## config.mk

```make
export PLATFORM = sky130hd
export DESIGN_NAME = mesh_congestion_aware_router
export DESIGN_NICKNAME = d
export VERILOG_FILES = /design/src/rtl/core/mcar_pkg.sv /design/src/rtl/core/mcar_ram.sv /design/src/rtl/core/mcar_cost_unit.sv /design/src/rtl/core/mcar_ctrl.sv /design/src/rtl/core/mesh_congestion_aware_router.sv
export SDC_FILE = /design/constraint.sdc
export NUM_CORES = 2
export LEC_CHECK = 0
export ABC_AREA = 0
export BUFFER_PORTS_ARGS = -buffer_cell sky130_fd_sc_hd__clkbuf_2
export CORE_MARGIN = 4
export CORE_UTILIZATION = 35
export DETAILED_ROUTE_END_ITERATION = 8
export SLEW_MARGIN = 30
export SYNTH_ARGS = -nofsm -noshare
export SYNTH_HDL_FRONTEND = slang
export SYNTH_SLANG_ARGS = --single-unit
```

## constraint.sdc

```tcl
create_clock -name clk -period 16.77 [get_ports clk]
set_clock_uncertainty 0.15 [all_clocks]
set_input_delay 3.354 -clock clk [delete_from_list [all_inputs] [get_ports clk]]
set_output_delay 3.354 -clock clk [all_outputs]
set_load 0.05 [all_outputs]
```

## src/rtl/core/mcar_pkg.sv

```systemverilog
`timescale 1ns / 1ps
// ----------------------------------------------------------------------------
// mcar_pkg
// shared types, codes and helpers of the mesh route computation unit
// ----------------------------------------------------------------------------
package mcar_pkg;

  localparam int COORD_W = 3;
  localparam int DIR_W   = 2;
  localparam int VAL_W   = 8;
  localparam int COST_W  = 12;
  localparam int PORT_W  = 3;
  localparam int MODE_W  = 2;

  localparam logic [COST_W-1:0] COST_MAX = 12'hFFF;

  localparam logic [PORT_W-1:0] PORT_LOCAL = 3'd0;
  localparam logic [PORT_W-1:0] PORT_EAST  = 3'd1;
  localparam logic [PORT_W-1:0] PORT_SOUTH = 3'd2;
  localparam logic [PORT_W-1:0] PORT_WEST  = 3'd3;
  localparam logic [PORT_W-1:0] PORT_NORTH = 3'd4;

  localparam logic [DIR_W-1:0] DIR_EAST  = 2'd0;
  localparam logic [DIR_W-1:0] DIR_SOUTH = 2'd1;
  localparam logic [DIR_W-1:0] DIR_WEST  = 2'd2;
  localparam logic [DIR_W-1:0] DIR_NORTH = 2'd3;

  localparam logic [MODE_W-1:0] MODE_DOR    = 2'd0;
  localparam logic [MODE_W-1:0] MODE_GREEDY = 2'd1;
  localparam logic [MODE_W-1:0] MODE_DP     = 2'd2;

  localparam logic OP_WRITE = 1'b0;
  localparam logic OP_ROUTE = 1'b1;

  typedef enum logic [2:0] {
    ST_CLEAR,
    ST_IDLE,
    ST_RD_X,
    ST_RD_Y,
    ST_CELL,
    ST_GREEDY,
    ST_DONE
  } state_t;

  typedef struct packed {
    logic               opcode;
    logic [COORD_W-1:0] node_x;
    logic [COORD_W-1:0] node_y;
    logic [DIR_W-1:0]   link_dir;
    logic [VAL_W-1:0]   link_value;
    logic [COORD_W-1:0] dest_x;
    logic [COORD_W-1:0] dest_y;
  } item_t;

  typedef struct packed {
    logic [PORT_W-1:0] out_port;
    logic [COST_W-1:0] path_cost;
  } res_t;

  function automatic logic [PORT_W-1:0] route_dor(input logic [COORD_W-1:0] cx,
                                                   input logic [COORD_W-1:0] cy,
                                                   input logic [COORD_W-1:0] dx,
                                                   input logic [COORD_W-1:0] dy);
    logic [PORT_W-1:0] p;
    if (dx > cx) p = PORT_EAST;
    else if (dx < cx) p = PORT_WEST;
    else if (dy > cy) p = PORT_NORTH;
    else if (dy < cy) p = PORT_SOUTH;
    else p = PORT_LOCAL;
    return p;
  endfunction

endpackage

```

## src/rtl/core/mcar_ram.sv

```systemverilog
`timescale 1ns / 1ps
// ----------------------------------------------------------------------------
// mcar_ram
// single-port ram with registered read
// ----------------------------------------------------------------------------
module mcar_ram #(
  parameter int WIDTH = 8,
  parameter int DEPTH = 256
) (
  input  logic                     clk,
  input  logic                     we,
  input  logic [$clog2(DEPTH)-1:0] addr,
  input  logic [WIDTH-1:0]         wdata,
  output logic [WIDTH-1:0]         rdata
);

  logic [WIDTH-1:0] mem [DEPTH];

  always_ff @(posedge clk) begin
    if (we) begin
      mem[addr] <= wdata;
    end
    rdata <= mem[addr];
  end

endmodule

```

## src/rtl/core/mcar_cost_unit.sv

```systemverilog
`timescale 1ns / 1ps
// ----------------------------------------------------------------------------
// mcar_cost_unit
// shared saturating add of a link cost and compare against a running best
// ----------------------------------------------------------------------------
module mcar_cost_unit
  import mcar_pkg::*;
(
  input  logic [COST_W-1:0] acc,
  input  logic [VAL_W-1:0]  link,
  input  logic [COST_W-1:0] ref_cost,
  output logic [COST_W-1:0] sum,
  output logic              less
);

  logic [COST_W:0] raw;

  always_comb begin
    raw  = {1'b0, acc} + {{(COST_W + 1 - VAL_W){1'b0}}, link};
    sum  = raw[COST_W] ? COST_MAX : raw[COST_W-1:0];
    less = sum < ref_cost;
  end

endmodule

```

## src/rtl/core/mcar_ctrl.sv

```systemverilog
`timescale 1ns / 1ps
// ----------------------------------------------------------------------------
// mcar_ctrl
// sequencer: store clear, link writes, greedy lookup and the cell-by-cell
// dynamic program over the route rectangle
// ----------------------------------------------------------------------------
module mcar_ctrl
  import mcar_pkg::*;
#(
  parameter int MESH_X = 8,
  parameter int MESH_Y = 8
) (
  input  logic                                   clk,
  input  logic                                   rst,
  input  logic [MODE_W-1:0]                      mode,
  input  logic                                   start,
  input  item_t                                  item,
  output logic                                   ready,
  output logic                                   res_valid,
  output res_t                                   res,
  input  logic                                   out_ready,
  output logic                                   link_we,
  output logic [$clog2(MESH_X*MESH_Y*4)-1:0]     link_addr,
  output logic [VAL_W-1:0]                       link_wdata,
  input  logic [VAL_W-1:0]                       link_rdata,
  output logic                                   dp_we,
  output logic [$clog2(MESH_X*MESH_Y)-1:0]       dp_addr,
  output logic [COST_W-1:0]                      dp_wdata,
  input  logic [COST_W-1:0]                      dp_rdata,
  output logic [COST_W-1:0]                      cu_acc,
  output logic [VAL_W-1:0]                       cu_link,
  output logic [COST_W-1:0]                      cu_ref,
  input  logic [COST_W-1:0]                      cu_sum,
  input  logic                                   cu_less
);

  localparam int NW     = $clog2(MESH_X * MESH_Y);
  localparam int LW     = $clog2(MESH_X * MESH_Y * 4);
  localparam int LDEPTH = MESH_X * MESH_Y * 4;

  function automatic logic [NW-1:0] node_idx(input logic [COORD_W-1:0] x,
                                             input logic [COORD_W-1:0] y);
    logic [NW+COORD_W:0] t;
    t = (NW + COORD_W + 1)'(x) * (NW + COORD_W + 1)'(MESH_Y) + (NW + COORD_W + 1)'(y);
    return t[NW-1:0];
  endfunction

  state_t state, state_next;

  logic [LW-1:0]      clr_addr;
  logic [COORD_W-1:0] cx, cy, dx, dy, i, j;
  logic               east, north, is_dp;
  logic [COST_W-1:0]  xsum, prev;
  logic [VAL_W-1:0]   lx;
  logic [PORT_W-1:0]  best, res_port;
  logic [COST_W-1:0]  res_cost;

  logic               q_in_range, w_in_range, same, axis;
  logic               have_x, have_y, last_cell;
  logic [COORD_W-1:0] i_nb;
  logic [PORT_W-1:0]  xport, yport, cell_port;
  logic [DIR_W-1:0]   xdir, ydir;
  logic [COST_W-1:0]  minc;

  always_comb begin
    w_in_range = ({2'b0, item.node_x} < 5'(MESH_X)) && ({2'b0, item.node_y} < 5'(MESH_Y));
    q_in_range = w_in_range && ({2'b0, item.dest_x} < 5'(MESH_X)) &&
                 ({2'b0, item.dest_y} < 5'(MESH_Y));
    same       = (item.node_x == item.dest_x) && (item.node_y == item.dest_y);
    axis       = (item.node_x == item.dest_x) || (item.node_y == item.dest_y);
    xport      = east ? PORT_EAST : PORT_WEST;
    yport      = north ? PORT_NORTH : PORT_SOUTH;
    xdir       = east ? DIR_EAST : DIR_WEST;
    ydir       = north ? DIR_NORTH : DIR_SOUTH;
    i_nb       = east ? i + 3'd1 : i - 3'd1;
    have_x     = i != dx;
    have_y     = j != dy;
    last_cell  = (i == cx) && (j == cy);
    // y path wins only when strictly cheaper, so ties stay east or west
    if (!have_x && !have_y) begin
      minc      = '0;
      cell_port = best;
    end else if (have_x && (!have_y || !cu_less)) begin
      minc      = xsum;
      cell_port = xport;
    end else begin
      minc      = cu_sum;
      cell_port = yport;
    end
  end

  // next state
  always_comb begin
    state_next = state;
    case (state)
      ST_CLEAR: begin
        if (clr_addr == LW'(LDEPTH - 1)) state_next = ST_IDLE;
      end
      ST_IDLE: begin
        if (start && item.opcode == OP_ROUTE) begin
          if (q_in_range && !same &&
              ((mode == MODE_GREEDY && !axis) || mode == MODE_DP)) begin
            state_next = ST_RD_X;
          end else begin
            state_next = ST_DONE;
          end
        end
      end
      ST_RD_X:   state_next = ST_RD_Y;
      ST_RD_Y:   state_next = is_dp ? ST_CELL : ST_GREEDY;
      ST_GREEDY: state_next = ST_DONE;
      ST_CELL:   state_next = last_cell ? ST_DONE : ST_RD_X;
      ST_DONE: begin
        if (out_ready) state_next = ST_IDLE;
      end
      default:   state_next = ST_CLEAR;
    endcase
  end

  // outputs
  always_comb begin
    ready      = 1'b0;
    res_valid  = 1'b0;
    link_we    = 1'b0;
    link_addr  = '0;
    link_wdata = '0;
    dp_we      = 1'b0;
    dp_addr    = '0;
    dp_wdata   = minc;
    cu_acc     = '0;
    cu_link    = '0;
    cu_ref     = '0;
    case (state)
      ST_CLEAR: begin
        link_we   = 1'b1;
        link_addr = clr_addr;
      end
      ST_IDLE: begin
        ready      = 1'b1;
        link_we    = start && item.opcode == OP_WRITE && w_in_range;
        link_addr  = {node_idx(item.node_x, item.node_y), item.link_dir};
        link_wdata = item.link_value;
      end
      ST_RD_X: begin
        link_addr = {node_idx(i, j), xdir};
        if (have_x) dp_addr = node_idx(i_nb, j);
      end
      ST_RD_Y: begin
        link_addr = {node_idx(i, j), ydir};
        cu_acc    = dp_rdata;
        cu_link   = link_rdata;
      end
      ST_CELL: begin
        dp_we   = 1'b1;
        dp_addr = node_idx(i, j);
        cu_acc  = prev;
        cu_link = link_rdata;
        cu_ref  = xsum;
      end
      ST_GREEDY: begin
        cu_link = lx;
        cu_ref  = {{(COST_W - VAL_W){1'b0}}, link_rdata};
      end
      ST_DONE: begin
        res_valid = 1'b1;
      end
      default: begin
        ready = 1'b0;
      end
    endcase
  end

  assign res.out_port  = res_port;
  assign res.path_cost = res_cost;

  always_ff @(posedge clk) begin
    if (rst) begin
      state    <= ST_CLEAR;
      clr_addr <= '0;
    end else begin
      state <= state_next;
      if (state == ST_CLEAR) clr_addr <= clr_addr + 1'b1;
    end
  end

  always_ff @(posedge clk) begin
    case (state)
      ST_IDLE: begin
        if (start) begin
          cx       <= item.node_x;
          cy       <= item.node_y;
          dx       <= item.dest_x;
          dy       <= item.dest_y;
          east     <= item.dest_x > item.node_x;
          north    <= item.dest_y > item.node_y;
          is_dp    <= mode == MODE_DP;
          i        <= (mode == MODE_DP) ? item.dest_x : item.node_x;
          j        <= (mode == MODE_DP) ? item.dest_y : item.node_y;
          best     <= PORT_LOCAL;
          res_cost <= '0;
          res_port <= (q_in_range && (mode == MODE_DOR || mode == MODE_GREEDY)) ?
                      route_dor(item.node_x, item.node_y, item.dest_x, item.dest_y) :
                      PORT_LOCAL;
        end
      end
      ST_RD_Y: begin
        xsum <= cu_sum;
        lx   <= link_rdata;
      end
      ST_GREEDY: begin
        res_port <= cu_less ? xport : yport;
      end
      ST_CELL: begin
        prev <= minc;
        best <= cell_port;
        if (last_cell) begin
          res_port <= cell_port;
          res_cost <= minc;
        end else if (j == cy) begin
          i <= east ? i - 3'd1 : i + 3'd1;
          j <= dy;
        end else begin
          j <= north ? j - 3'd1 : j + 3'd1;
        end
      end
      default: begin
        prev <= prev;
      end
    endcase
  end

endmodule

```

## src/rtl/core/mesh_congestion_aware_router.sv

```systemverilog
`timescale 1ns / 1ps
// ----------------------------------------------------------------------------
// mesh_congestion_aware_router
// route computation for a 2d mesh with a per-link congestion store
// ----------------------------------------------------------------------------
// input stream: tuser is the opcode; a write transaction loads one link cost
// and finishes in the cycle it is accepted, producing no result. a route
// transaction produces exactly one result on the output stream.
// for a route query, dimension order, local answers and greedy queries along
// one axis go straight to the output register; greedy first compares the x
// and y link costs; the dynamic program visits each cell of the
// current-to-destination rectangle, reading its x and y links in turn
// through the single read port of the link cost ram shared by both lookups.
// one query is in work at a time and s_axis_tready is low meanwhile.
// after reset the link cost ram is swept to zero, all MESH_X*MESH_Y*4 entries
// (256 on an 8x8 mesh), with s_axis_tready low; routing_mode resets to 0.
// a result waits in the output register while m_axis_tready is low; link
// writes and one more route query may be taken; that result then waits
// for the register. routing_mode is written through cfg_wr_en / cfg_wr_data.
// ----------------------------------------------------------------------------
module mesh_congestion_aware_router
  import mcar_pkg::*;
#(
  parameter int MESH_X = 8,
  parameter int MESH_Y = 8
) (
  input  logic        clk,
  input  logic        rst,
  input  logic        cfg_wr_en,
  input  logic [1:0]  cfg_wr_data,
  input  logic        s_axis_tvalid,
  output logic        s_axis_tready,
  // node_x[2:0] node_y[5:3] link_dir[7:6] link_value[15:8] dest_x[18:16] dest_y[21:19]
  input  logic [23:0] s_axis_tdata,
  // opcode[0]
  input  logic        s_axis_tuser,
  output logic        m_axis_tvalid,
  input  logic        m_axis_tready,
  // out_port[2:0] path_cost[14:3]
  output logic [15:0] m_axis_tdata
);

  localparam int NDEPTH = MESH_X * MESH_Y;
  localparam int LDEPTH = MESH_X * MESH_Y * 4;

  logic [MODE_W-1:0] mode;
  item_t             item;
  res_t              res;
  logic              start, ready, res_valid, out_ready;

  logic                      link_we;
  logic [$clog2(LDEPTH)-1:0] link_addr;
  logic [VAL_W-1:0]          link_wdata, link_rdata;
  logic                      dp_we;
  logic [$clog2(NDEPTH)-1:0] dp_addr;
  logic [COST_W-1:0]         dp_wdata, dp_rdata;
  logic [COST_W-1:0]         cu_acc, cu_ref, cu_sum;
  logic [VAL_W-1:0]          cu_link;
  logic                      cu_less;

  always_comb begin
    item.opcode     = s_axis_tuser;
    item.node_x     = s_axis_tdata[2:0];
    item.node_y     = s_axis_tdata[5:3];
    item.link_dir   = s_axis_tdata[7:6];
    item.link_value = s_axis_tdata[15:8];
    item.dest_x     = s_axis_tdata[18:16];
    item.dest_y     = s_axis_tdata[21:19];
  end

  assign s_axis_tready = ready;
  assign start         = s_axis_tvalid && ready;
  assign out_ready     = !m_axis_tvalid || m_axis_tready;

  always_ff @(posedge clk) begin
    if (rst) begin
      mode <= MODE_DOR;
    end else if (cfg_wr_en) begin
      mode <= cfg_wr_data;
    end
  end

  always_ff @(posedge clk) begin
    if (rst) begin
      m_axis_tvalid <= 1'b0;
    end else if (res_valid && out_ready) begin
      m_axis_tvalid <= 1'b1;
    end else if (m_axis_tready) begin
      m_axis_tvalid <= 1'b0;
    end
  end

  always_ff @(posedge clk) begin
    if (res_valid && out_ready) begin
      m_axis_tdata <= {1'b0, res.path_cost, res.out_port};
    end
  end

  mcar_ram #(.WIDTH(VAL_W), .DEPTH(LDEPTH)) u_link_ram (
    .clk   (clk),
    .we    (link_we),
    .addr  (link_addr),
    .wdata (link_wdata),
    .rdata (link_rdata)
  );

  mcar_ram #(.WIDTH(COST_W), .DEPTH(NDEPTH)) u_dp_ram (
    .clk   (clk),
    .we    (dp_we),
    .addr  (dp_addr),
    .wdata (dp_wdata),
    .rdata (dp_rdata)
  );

  mcar_cost_unit u_cost (
    .acc      (cu_acc),
    .link     (cu_link),
    .ref_cost (cu_ref),
    .sum      (cu_sum),
    .less     (cu_less)
  );

  mcar_ctrl #(.MESH_X(MESH_X), .MESH_Y(MESH_Y)) u_ctrl (
    .clk        (clk),
    .rst        (rst),
    .mode       (mode),
    .start      (start),
    .item       (item),
    .ready      (ready),
    .res_valid  (res_valid),
    .res        (res),
    .out_ready  (out_ready),
    .link_we    (link_we),
    .link_addr  (link_addr),
    .link_wdata (link_wdata),
    .link_rdata (link_rdata),
    .dp_we      (dp_we),
    .dp_addr    (dp_addr),
    .dp_wdata   (dp_wdata),
    .dp_rdata   (dp_rdata),
    .cu_acc     (cu_acc),
    .cu_link    (cu_link),
    .cu_ref     (cu_ref),
    .cu_sum     (cu_sum),
    .cu_less    (cu_less)
  );

  // a local answer never carries a path cost
  a_local_zero_cost: assert property (@(posedge clk) disable iff (rst)
    m_axis_tvalid && m_axis_tdata[2:0] == PORT_LOCAL |-> m_axis_tdata[14:3] == '0)
    else $error("local result with nonzero path cost");

  // the store sweep keeps the input closed right after reset
  a_clear_after_reset: assert property (@(posedge clk)
    $past(rst) |-> !s_axis_tready)
    else $error("input ready during store clear");

  // a route query always keeps the sequencer busy in the cycle after it is accepted
  a_query_busy: assert property (@(posedge clk) disable iff (rst)
    s_axis_tvalid && s_axis_tready && s_axis_tuser == OP_ROUTE |=> !s_axis_tready)
    else $error("ready right after a route query");

endmodule
```

### Word-level counts from Yosys, hierarchy flattened

Memory sizes are Yosys's and may differ from the RTL's. A register that Yosys moved wholly into a read port is not among the register bits.
Cells that the tools add are included.

* register bits: 100
* bits in writable memories: 2816
* input bits: 32
* logic and storage cells: 153
* memories: 2

Memory list
* u_link_ram.mem: words 256, width 8, rd ports 1, clocked after Yosys merged registers in 1, wr ports 1, RTL line mcar_ram.sv:17 `logic [WIDTH-1:0] mem [DEPTH];`
* u_dp_ram.mem: words 64, width 12, rd ports 1, clocked after Yosys merged registers in 1, wr ports 1, RTL line mcar_ram.sv:17

* $add $sub $neg: 9
* magnitude comparators: 5
* equality and inequality tests: 22
* mux-type cells: 60
* bitwise gates (word level): 1
* reduce and logical (&&, ||, !) cells: 34

Operators by type and width (number)
* two-way mux 3 bit: 27
* case mux 12 bit (2 select lines): 3
* two-way mux 12 bit: 5
* case mux 8 bit (4 select lines): 1
* case mux 3 bit (7 select lines): 1
* adder 6 x 3 -> 6 bit: 3
* case mux 3 bit (2 select lines): 3
* case mux 8 bit (2 select lines): 1
* adder 12 x 8 -> 13 bit: 1
* equality test 3 bit: 4
* < comparator 12 bit: 1
* case mux 6 bit (2 select lines): 1
* AND reduction 3 bit: 4
* logical AND 1 bit: 10
* two-way mux 1 bit: 10
* != test 2 x 1 -> 1 bit, second input constant: 5
* equality test 3 bit, second input constant: 3
* case mux 3 bit (3 select lines): 1
* adder 8 x 1 -> 8 bit, second input constant: 1
* equality test 8 bit, second input constant: 1
* two-way mux 2 bit: 4
* two-way mux 8 bit: 1
* adder 3 x 1 -> 3 bit, second input constant: 2
* equality test 3 x 2 -> 1 bit, second input constant: 2
* other kinds (20): 36

### Depth between registers and ports, before layout

* depth after elaboration: 13
* gate-level depth with buffers: 28
* mapped depth without buffers: 23

### Cells and area by module

Synthesis repeated with hierarchy kept, for this count alone.

* cell total of the unflattened synthesis: 5840
* area total of the unflattened synthesis: 114386.0 um2

Modules (own cells, without submodules)
* mcar_ram (u_link_ram): instances 1, cells each 3547, area an instance 78492.8 um2, seq. area each 61659.1 um2
* mcar_ram (u_dp_ram): instances 1, cells each 1747, area an instance 30003.8 um2, seq. area each 23302.3 um2
* mcar_ctrl: instances 1, cells each 411, area an instance 4518.1 um2, seq. area each 2352.3 um2
* mcar_cost_unit: instances 1, cells each 106, area an instance 787.0 um2, seq. area each 0.0 um2
* mesh_congestion_aware_router: instances 1, cells each 29, area an instance 584.3 um2, seq. area each 510.5 um2

### Least setup slack after synthesis

Ideal clock, no wire load.

* path kind: reg-to-reg
* start point: register u_ctrl.state[1]
* end point: register u_ctrl.prev[8] (data pin)
* arrival time: 7.124 ns
* data required time: 15.910 ns
* setup slack: 8.786 ns
* stages on the path, launching flop included: 25
* path buffers: 4
* clock period less this slack: 7.984 ns
* path through: dfxtp_1 buf_4 and3b_1 clkbuf_1 clkbuf_1 a22o_1 ha_1 a21o_1 a21oi_1 o21bai_1 a21oi_1 o21ai_0 a21o_1 a21oi_1 inv_1 ha_1 nand4_1 nor2_1 a2111oi_0 o21ai_0 o311a_1 and3_4 o31ai_4 buf_2 o21ai_0

* word-level cells in the longest chain between the ends: 11

Ends and longest elaborated chain
* start, declared: RTL line mcar_ctrl.sv:48 `state_t state, state_next;`
* start signal, assigned: RTL line mcar_ctrl.sv:181 `state <= state_next;`
* equality test 3 x 2 -> 1 bit or equality test 3 bit (tied branches): RTL line mcar_ctrl.sv:133 `case (state)`
* OR reduction 2 bit (no source line)
* case mux 8 bit (2 select lines): RTL line mcar_ctrl.sv:133
* adder 12 x 8 -> 13 bit *: RTL line mcar_cost_unit.sv:19 `raw = {1'b0, acc} + {{(COST_W + 1 - VAL_W){1'b0}}, link};`
* two-way mux 12 bit *: RTL line mcar_cost_unit.sv:20 `sum = raw[COST_W] ? COST_MAX : raw[COST_W-1:0];`
* via cu_sum[7]: RTL line mesh_congestion_aware_router.sv:57 `logic [COST_W-1:0] cu_acc, cu_ref, cu_sum;`
* < comparator 12 bit *: RTL line mcar_cost_unit.sv:21 `less = sum < ref_cost;`
* logical NOT 1 bit *: RTL line mcar_ctrl.sv:83 `end else if (have_x && (!have_y || !cu_less)) begin`
* logical OR 1 bit *: RTL line mcar_ctrl.sv:83
* logical AND 1 bit *: RTL line mcar_ctrl.sv:83
* two-way mux 12 bit *: RTL line mcar_ctrl.sv:83
* two-way mux 12 bit *: RTL line mcar_ctrl.sv:80 `if (!have_x && !have_y) begin`
* via dp_wdata[8]: RTL line mesh_congestion_aware_router.sv:56 `logic [COST_W-1:0] dp_wdata, dp_rdata;`
* end signal, assigned: RTL line mcar_ctrl.sv:214 `prev <= minc;`
* end signal, assigned: RTL line mcar_ctrl.sv:227 `prev <= prev;`
* end, declared: RTL line mcar_ctrl.sv:53 `logic [COST_W-1:0] xsum, prev;`

Mark *: on every way through the listed nets, which the timed path passes. The rest lies on a longest branch.
A chain may end at the register's enable or synchronous reset.

### Worst setup path after layout

* start point: register u_ctrl.state[2]
* end point: memory u_dp_ram.mem[40][3] (netlist bit) (data pin)

* word-level cells in the longest chain between the ends: 11

Ends and longest elaborated chain (RTL line)
* equality test 3 x 2 -> 1 bit or equality test 3 bit (tied branches): mcar_ctrl.sv:133
* OR reduction 2 bit (no source line)
* case mux 8 bit (2 select lines): mcar_ctrl.sv:133
* adder 12 x 8 -> 13 bit *: mcar_cost_unit.sv:19
* two-way mux 12 bit *: mcar_cost_unit.sv:20
* via cu_sum[5]: mesh_congestion_aware_router.sv:57
* < comparator 12 bit *: mcar_cost_unit.sv:21
* logical NOT 1 bit *: mcar_ctrl.sv:83
* logical OR 1 bit *: mcar_ctrl.sv:83
* logical AND 1 bit *: mcar_ctrl.sv:83
* two-way mux 12 bit *: mcar_ctrl.sv:83
* two-way mux 12 bit *: mcar_ctrl.sv:80
* via dp_wdata[3]: mesh_congestion_aware_router.sv:56
* end, declared: mcar_ram.sv:17

Marked as above.

==> flow_metrics.env <==
export IMPL_vias=58626
export IMPL_crit_type="reg2reg"
export IMPL_hold_end="m_axis_tdata[11]"
export IMPL_htree_levels=5
export IMPL_nets=6087
export IMPL_synth_ff_type="edfxtp_1"
export IMPL_cts_resized=0
export IMPL_drt_total_wl_um=293900
export IMPL_area_delta_synth_final_pct=13.54
export IMPL_r2r_cells=24
export IMPL_yosysWarnings=0
export IMPL_worstSetupEndpointType="register"
export IMPL_min_from="u_ctrl.res_cost[8]"
export IMPL_start_kind="register"
export IMPL_gr_total_overflow=0
export IMPL_cts_made_buffers=295
export IMPL_hp_class="reg2reg"
export IMPL_layout_drive_gt1_share_pct=20.66
export IMPL_required_ps=17120
export IMPL_yosys_area_top_type="edfxtp_1"
export IMPL_vdd_ir_drop_worst_mv=0.1441
export IMPL_cts_buffer_depth=4
export IMPL_drtIter0Drc=7103
export IMPL_drv_cap=0
export IMPL_routed_via_density=5.540
export IMPL_synth_most_common_cell="edfxtp_1"
export IMPL_drc=0
export IMPL_cp_common_cell="buf_4"
export IMPL_wire_per_inst_um=27.77
export IMPL_path_clk_slew_ps=60
export IMPL_core_area_um2=324500
export IMPL_setup_viol=0
export IMPL_dp_hpwl_um=167800
export IMPL_multiInputGateArea_um2=25070
export IMPL_finalNonFillerCells=10583
export IMPL_synthArstFlopShare_pct=0
export IMPL_status="finished clean"
export IMPL_synthTopCellsByCount="edfxtp_1 (2,902), mux4_2 (544), nor2_1 (435)"
export IMPL_leakage_nw=40.52
export IMPL_hold_viol=0
export IMPL_cts_hold_buf=0
export IMPL_root_buffer="clkbuf_16"
export IMPL_slowest_delay_ps=670
export IMPL_r2r_end="u_dp_ram.mem[40][3]"
export IMPL_cpMaxStageDelayCell="inv_4"
export IMPL_synth_net_count=5918
export IMPL_io_buffers=46
export IMPL_synth_top_cell_area_share_pct=76.36
export IMPL_rows=209
export IMPL_ys_types=85
export IMPL_cp_arrival_ps=8630
export IMPL_p_per_area_nw_per_um2=145.9
export IMPL_ys_seq_area_share_pct=76.95
export IMPL_initial_core_util_pct=35.17
export IMPL_synth_area_top_cells="edfxtp_1 (76%), mux4_2 (11%), mux2i_1 (1.7%)"
export IMPL_finalMaxSlewViolations=0
export IMPL_fmax_mhz=120.9
export IMPL_die_x_um=579.0
export IMPL_syn_avg_cell_area_um2=19.49
export IMPL_first_pass_iters=6
export IMPL_maxSlewHeadroom_pct=29.71
export IMPL_grt_pass1_vias=58626
export IMPL_regArea_um2=87830
export IMPL_ys_seq_elements=2936
export IMPL_gp_congestion=0.8354
export IMPL_worst_pin_slew_ps=1053
export IMPL_post_route_min_period_ps=8274
export IMPL_io_pins=50
export IMPL_antenna_found_initial=12
export IMPL_synth_area_um2=114100
export IMPL_tns_ps=0
export IMPL_die_y_um=579.0
export IMPL_holdPathStages=0
export IMPL_synth_edf_count=2902
export IMPL_finalCritPeriodShare_pct=49.34
export IMPL_grt_pass1_wl_um=423400
export IMPL_cp_max_fo=71
export IMPL_worstSkewPairLatency_ps=850
export IMPL_grt_max_degree=217
export IMPL_ant_nets=0
export IMPL_crit_chain="buf_4, nor2b_4, nand2b_2, inv_4, a22o_1, ha_1, fa_1, a21oi_1, nand4b_1, a21oi_1, o21a_1, inv_1, nand2_1, ha_1, a21o_1, a21o_1, a2111oi_0, nand2_1, o311a_1, and3_4, o31ai_4, buf_4, mux2i_4, buf_4"
export IMPL_cts_setup_buffers=0
export IMPL_reg2reg_from="u_ctrl.state[2]"
export IMPL_synthCells=5857
export IMPL_numClockSinks=2936
export IMPL_rsz0062_at_grt="false"
export IMPL_placed_cells=10050
export IMPL_grt_usage_pct=17.15
export IMPL_cts_tree="built"
export IMPL_r2r_slack_ps=8500
export IMPL_dieArea_um2=335300
export IMPL_fill_cells=28614
[metrics by stage]
step | worst slack [ps] | instance area, um^2 | hold WS (ps) | util (%) | total power [mW]
floorplan | 8786 | 114100 | 250.3 | - | 11.18
global placement | 7929 | 120000 | 253.4 | 36.99 | 12.59
detailed placement | 7934 | 120100 | 254.5 | 37.01 | 12.64
CTS | 8613 | 129400 | 267.8 | 39.88 | 19.04
global route | 7969 | 129600 | 275.4 | 39.93 | 19.53
finish | 8496 | 129600 | 265.7 | 39.93 | 18.90
[layout make-up]
| cell class | instances | area share [%] |
|---|---|---|
| sequential | 2936 | 67.78 |
| multi-input combinational | 2534 | 19.35 |
| inverter | 34 | 0.1004 |
| antenna | 5 | 0.009656 |
| timing repair buffer | 225 | 1.401 |
| tap | 4325 | 4.176 |
| clock buffer | 358 | 6.044 |
| clock inverter | 166 | 1.139 |
[placed cells by master, fill, tap and decap left out, types with 24 or more instances in the layout]
| cell type | n |
|---|---|
| edfxtp_1 | 2902 |
| mux4_2 | 544 |
| nor2_1 | 407 |
| clkbuf_16 | 305 |
| a22oi_1 | 214 |
| nand2_1 | 210 |
| a21oi_1 | 201 |
| mux2i_1 | 185 |
| o21ai_0 | 157 |
| buf_4 | 154 |
| clkinv_1 | 72 |
| a221oi_1 | 66 |
| clkbuf_1 | 53 |
| a22o_1 | 51 |
| clkbuf_2 | 46 |
| o22ai_1 | 45 |
| clkinv_2 | 45 |
| nand3_1 | 40 |
| a222oi_1 | 36 |
| dfxtp_1 | 33 |
| inv_1 | 32 |
| ha_1 | 27 |
| nor2_2 | 24 |
| bufinv_16 | 24 |
[per-layer routing]
metal | part of all wire [%] | track usage (%) | vias to the layer above
met5 | 0.0044 | 0 | -
met4 | 3.1 | 5.449 | 2
met3 | 8.5 | 3.211 | 484
met2 | 47 | 26.60 | 2659
met1 | 42 | 24.53 | 30995
li1 | - | - | 24486
[critical path, delay by kind of cell (launching register included)]
kind	cells	cell delay (ps)
flops	1	300
mux	1	300
compound gates	9	2410
fa+ha+maj	3	670
buf+inv	5	2300
simple gates	6	1650
[sequential cells by signal, summed over array words and instances (netlist names), 8 cells and up]
name              flops
u_ctrl.res_cost      12
u_dp_ram.mem        768
m_axis_tdata         15
u_ctrl.prev          12
u_ctrl.xsum          12
u_link_ram.rdata      8
u_ctrl.lx             8
u_dp_ram.rdata       12
u_link_ram.mem     2048
u_ctrl.clr_addr       8
[cell families after synthesis]
kind of cell | share of synthesized area, %
buf+inv | 1.479
compound gates | 5.358
mux | 12.62
simple gates | 3.057
xor+xnor | 0.1995
other cells | 0.003286
fa+ha+maj | 0.3311
flops | 76.95
[how the worst max path moves through the flow]
| stage | cells past startpoint | endpoint | slack, ps | startpoint |
|---|---|---|---|---|
| finish | 24 | u_dp_ram.mem[40][3] | 8500 | u_ctrl.state[2] |
| global route | 25 | u_dp_ram.mem[45][3] | 7970 | u_ctrl.state[2] |
| CTS | 24 | u_dp_ram.mem[45][1] | 8610 | u_ctrl.state[2] |
| detailed placement | 12 | u_link_ram.rdata[6] | 7930 | s_axis_tdata[6] |
| global placement | 12 | u_link_ram.rdata[6] | 7930 | s_axis_tdata[6] |
| floorplan | 24 | u_ctrl.prev[8] | 8790 | u_ctrl.state[1] |
[power by group]
part / switching (mW) / total (mW) / leakage (nW) / internal (mW)
clock: 2.74 / 6.44 / 4.54 / 3.70
sequential: 0.0483 / 8.37 / 27.0 / 8.33
combinational: 2.51 / 4.09 / 9.03 / 1.58
No activity file was read; power rests on OpenSTA's default activity.
